## src/design/swrm_pkg.sv

```systemverilog
`timescale 1ns / 1ps
package swrm_pkg;

  typedef struct packed {
    logic [63:0] sample_time_ns;
    logic [63:0] event_total;
    logic [63:0] byte_total;
  } sample_t;

  typedef struct packed {
    logic [63:0] span_ns;
    logic [63:0] span_events;
    logic [63:0] span_bytes;
    logic [63:0] events_per_sec;
    logic [63:0] bytes_per_sec;
    logic        rate_valid;
  } result_t;

  typedef enum logic [2:0] {
    ST_IDLE,
    ST_WRITE,
    ST_READ,
    ST_CHECK,
    ST_NEWEST,
    ST_DIVIDE,
    ST_OUT
  } state_e;

  localparam logic [47:0] WindowReset = 48'd1000000000;
  localparam logic [29:0] NsPerSec    = 30'd1000000000;

endpackage

```

## src/design/swrm_div.sv

```systemverilog
`timescale 1ns / 1ps
// Scaled divider: floor(num * 1e9 / den), saturated, one quotient bit a cycle.
module swrm_div (
  input  logic        clk_i,
  input  logic        rst_ni,
  input  logic        start_i,
  input  logic [63:0] num_i,
  input  logic [63:0] den_i,
  output logic        done_o,
  output logic [63:0] quot_o
);

  logic [1:0]  phase_q, phase_d;
  logic [6:0]  cnt_q, cnt_d;
  logic [63:0] rem_q, rem_d, lo_q, lo_d, q_q, q_d, den_q, den_d;
  logic [63:0] pl_q, pl_d, ph_q, ph_d;
  logic        done_q, done_d;
  logic [95:0] prod;
  logic [64:0] shifted;

  assign prod    = {32'd0, pl_q} + {ph_q, 32'd0};
  assign shifted = {rem_q, lo_q[63]};

  always_comb begin
    phase_d = phase_q;
    cnt_d   = cnt_q;
    rem_d   = rem_q;
    lo_d    = lo_q;
    q_d     = q_q;
    den_d   = den_q;
    pl_d    = pl_q;
    ph_d    = ph_q;
    done_d  = 1'b0;
    case (phase_q)
      2'd0: begin
        if (start_i) begin
          pl_d    = {32'd0, num_i[31:0]} * {34'd0, swrm_pkg::NsPerSec};
          ph_d    = {32'd0, num_i[63:32]} * {34'd0, swrm_pkg::NsPerSec};
          den_d   = den_i;
          phase_d = 2'd1;
        end
      end
      2'd1: begin
        rem_d = {32'd0, prod[95:64]};
        lo_d  = prod[63:0];
        q_d   = '0;
        cnt_d = 7'd64;
        if (den_q == 64'd0) begin
          q_d = '0;
          phase_d = 2'd0;
          done_d  = 1'b1;
        end else if ({32'd0, prod[95:64]} >= den_q) begin
          q_d = '1;
          phase_d = 2'd0;
          done_d  = 1'b1;
        end else begin
          phase_d = 2'd2;
        end
      end
      default: begin
        lo_d = {lo_q[62:0], 1'b0};
        if (shifted >= {1'b0, den_q}) begin
          rem_d = 64'(shifted - {1'b0, den_q});
          q_d   = {q_q[62:0], 1'b1};
        end else begin
          rem_d = shifted[63:0];
          q_d   = {q_q[62:0], 1'b0};
        end
        cnt_d = cnt_q - 7'd1;
        if (cnt_q == 7'd1) begin
          phase_d = 2'd0;
          done_d  = 1'b1;
        end
      end
    endcase
  end

  always_ff @(posedge clk_i or negedge rst_ni) begin
    if (!rst_ni) begin
      phase_q <= 2'd0;
      done_q  <= 1'b0;
      cnt_q   <= '0;
    end else begin
      phase_q <= phase_d;
      done_q  <= done_d;
      cnt_q   <= cnt_d;
    end
  end

  always_ff @(posedge clk_i) begin
    rem_q <= rem_d;
    lo_q  <= lo_d;
    q_q   <= q_d;
    den_q <= den_d;
    pl_q  <= pl_d;
    ph_q  <= ph_d;
  end

  assign done_o = done_q;
  assign quot_o = q_q;

endmodule

```

## config.mk

```make
export PLATFORM = sky130hd
export DESIGN_NAME = swrm_div
export DESIGN_NICKNAME = d
export VERILOG_FILES = /design/src/design/swrm_pkg.sv /design/src/design/swrm_div.sv
export SDC_FILE = /design/constraint.sdc
export NUM_CORES = 2
export LEC_CHECK = 0
export BUFFER_PORTS_ARGS = -buffer_cell sky130_fd_sc_hd__buf_2
export CORE_AREA = 2 2 345 347
export CTS_BUF_LIST = sky130_fd_sc_hd__clkbuf_8
export DETAILED_ROUTE_END_ITERATION = 16
export DIE_AREA = 0 0 347 349
export PLACE_DENSITY_LB_ADDON = 0.2
export SETUP_SLACK_MARGIN = 0.4
export SKIP_CTS_REPAIR_TIMING = 1
export SLEW_MARGIN = 5
export SYNTH_ARGS = -nofsm -noshare
export SYNTH_HDL_FRONTEND = slang
export SYNTH_SLANG_ARGS = --single-unit
```

## constraint.sdc

```tcl
create_clock -name clk_i -period 7.2 [get_ports clk_i]
set_input_delay 0.36 -clock clk_i [delete_from_list [all_inputs] [get_ports clk_i]]
set_output_delay 0.36 -clock clk_i [all_outputs]
set_load 0.01 [all_outputs]
```

==> results.cfg <==
[final_layout]
multi_input_area_sq_mm = 0.0316
finalNetCount = 6267
mostFrequentLayoutCell = inv_1
drive_gt1_frac = 0.0892
fillers = 11400
area_delta_synth_final_pct = 10.9
layout_common_cells = inv_1, ha_1, fa_1
register_area_sq_mm = 0.0109
fin_area_sq_mm = 0.0517

[routing]
first_pass_iters = 5
via_per_inst = 5.05
routedWlPerCell_um = 18.8
drc = 0
drt_iter0_markers = 1802
vias = 32600
wirelength_um = 121000
ant_nets = 0

[sta]
finalSetupViolCount = 0
final.setup.tns_ns = 0
skew_ns = 0.0393
slew_headroom = 0.326
tightest_slew_ns = 1.01
fmax_mhz = 155
period_minus_slack_ns = 6.46
final-hold-violation-count = 0
timing.final.crit_share = 0.897
rsz0062_at_grt = no
finalMaxSlewViolations = 0

[worst_setup_path]
path_common_cell = fa_1
start_kind = primary input
path_buf_inv = 3
worstSetupPathType = in -> reg
required_ns = 7.61
path_delay_family = adder cells
critical_path_arrival_ns = 6.87
path_cells = buf_2, inv_1, fa_1, fa_1, fa_1, fa_1, fa_1, fa_1, inv_1, fa_1, ha_1, a21oi_1, o21bai_1, a221oi_1, a31oi_1, and3_1, o2111ai_1, a31oi_1, and4_1, a2111oi_1, xnor2_1
slowest_delay_ns = 0.55
worstSetupEndpointType = flip-flop
crit_fanout = 6
crit_slowest_cell = fa_1

[die]
fp.coreArea_sq_mm = 0.117
ioPinCount = 196
rows = 126
dieWidth_um = 347
fp.dieH_um = 349
die-area_sq_mm = 0.121
start_util = 0.397

[synthesis]
synth_nets = 5958
synthFlopType = edfxtp_1
synth_area_leaders = fa_1, edfxtp_1, ha_1
ys_ff_latch = 363
yosys_warnings = 0
async_reset_ff_frac = 0.0275
synth_edf_count = 353
yosysTopAreaCellShare = 0.269
yosysSeqAreaShare = 0.233
synth_area_leader_cell = fa_1
ys_types = 91
netlist_instances = 4553
synth_area_per_cell_sq_um = 10.2
syn_area_sq_mm = 0.0466

[place]
dpl_cell_area_sq_mm = 0.0497
port-buffer-count = 195
dp_hpwl_um = 101000
gp_congestion = 0.925

[cts]
cts.clk_slew.worst_paths_ns = 0.07
clockBufferDepth = 3
h-tree-depth = 3
cts-buffers-inserted = 69
cts_root_buffer = clkbuf_8
clk_latency_ns = 0.67
clkSinkCount = 363
cts_tree = done

[hold_path]
min_path_type = in -> reg

[outcome]
status = finished clean

[global_route]
grt_first_pass_wirelength_um = 193000
grt-ovfl-total = 0
grt_max_degree = 141
antenna_found_initial = 3
grt_usage = 0.203
grt_pass1_vias = 34100

[run]
drv_cap = 0
-- synthesized netlist by cell type, drive strengths merged, types with 26 or more instances --
| library cell | count |
|---|---|
| xor2 | 72 |
| ha | 648 |
| a21o | 110 |
| clkbuf | 78 |
| inv | 1017 |
| nand2 | 393 |
| mux2 | 47 |
| nor4 | 27 |
| nand4 | 43 |
| nand3 | 59 |
| nor2b | 30 |
| fa | 626 |
| a21oi | 211 |
| edfxtp | 353 |
| and2 | 26 |
| and3 | 31 |
| o21bai | 27 |
| o21ai | 135 |
| a31oi | 26 |
| nor2 | 143 |
| xnor2 | 127 |
| nor3 | 27 |
-- cells by family after synthesis --
group / count (synthesis) / synth area share
adders and majority gates: 1274 / 0.442
DFF: 363 / 0.233
and+or+nand+nor: 855 / 0.0855
muxes: 64 / 0.0150
xor gates and xnor gates: 199 / 0.0374
buffers and inverters: 1106 / 0.0901
AOI/OAI and AO/OA: 692 / 0.0970
-- metal layers --
| layer | wire (um) | track usage |
|---|---|---|
| met5 | 0 | 0 |
| met4 | 1920 | 0.0401 |
| met3 | 4210 | 0.0208 |
| met2 | 56900 | 0.334 |
| met1 | 58200 | 0.290 |
-- state kept, by name, summed over array words and instances (netlist names) --
signal   count
den_q       64
done_o       1
lo_q        55
ph_q        53
rem_q       64
phase_q      2
quot_o      64
pl_q        53
cnt_q        7
-- through the flow --
stage,hold slack (ns),setup WS [ns],utilization,instances
2_1_floorplan,0.0644,0.495,-,4553
3_3_place_gp,0.238,0.113,0.423,6262
3_5_place_dp,0.239,0.0384,0.423,6262
4_1_cts,-0.507,0.726,0.435,6383
5_1_grt,0.0525,0.418,0.440,6449
6_report,0.0908,0.741,0.440,6450
-- area by class of cell --
| class | count | area share |
|---|---|---|
| Multi-Input combinational cell | 3084 | 0.611 |
| Timing Repair Buffer | 327 | 0.0417 |
| Antenna cell | 2 | 0.0000968 |
| Inverter | 1017 | 0.0740 |
| Tap cell | 1536 | 0.0372 |
| Clock inverter | 51 | 0.00723 |
| Clock buffer | 70 | 0.0186 |
| Sequential cell | 363 | 0.210 |
-- final timing paths --
kind / from / endpoint / slack, ns / cells past startpoint
max: num_i[35] / ph_q[61] / 0.74 / 21
min: num_i[1] / pl_q[10] / 0.09 / 1
max reg2reg: pl_q[41] / quot_o[6] / 0.93 / 23
min reg2reg: cnt_q[5] / cnt_q[5] / 0.48 / 1
max in group asynchronous: rst_ni / cnt_q[2] / 6.83 / 2
min in group asynchronous: rst_ni / cnt_q[0] / 0.16 / 2
Power is not shown: default switching activity piles up to over one toggle a cycle in this logic, so the estimate is an artifact.
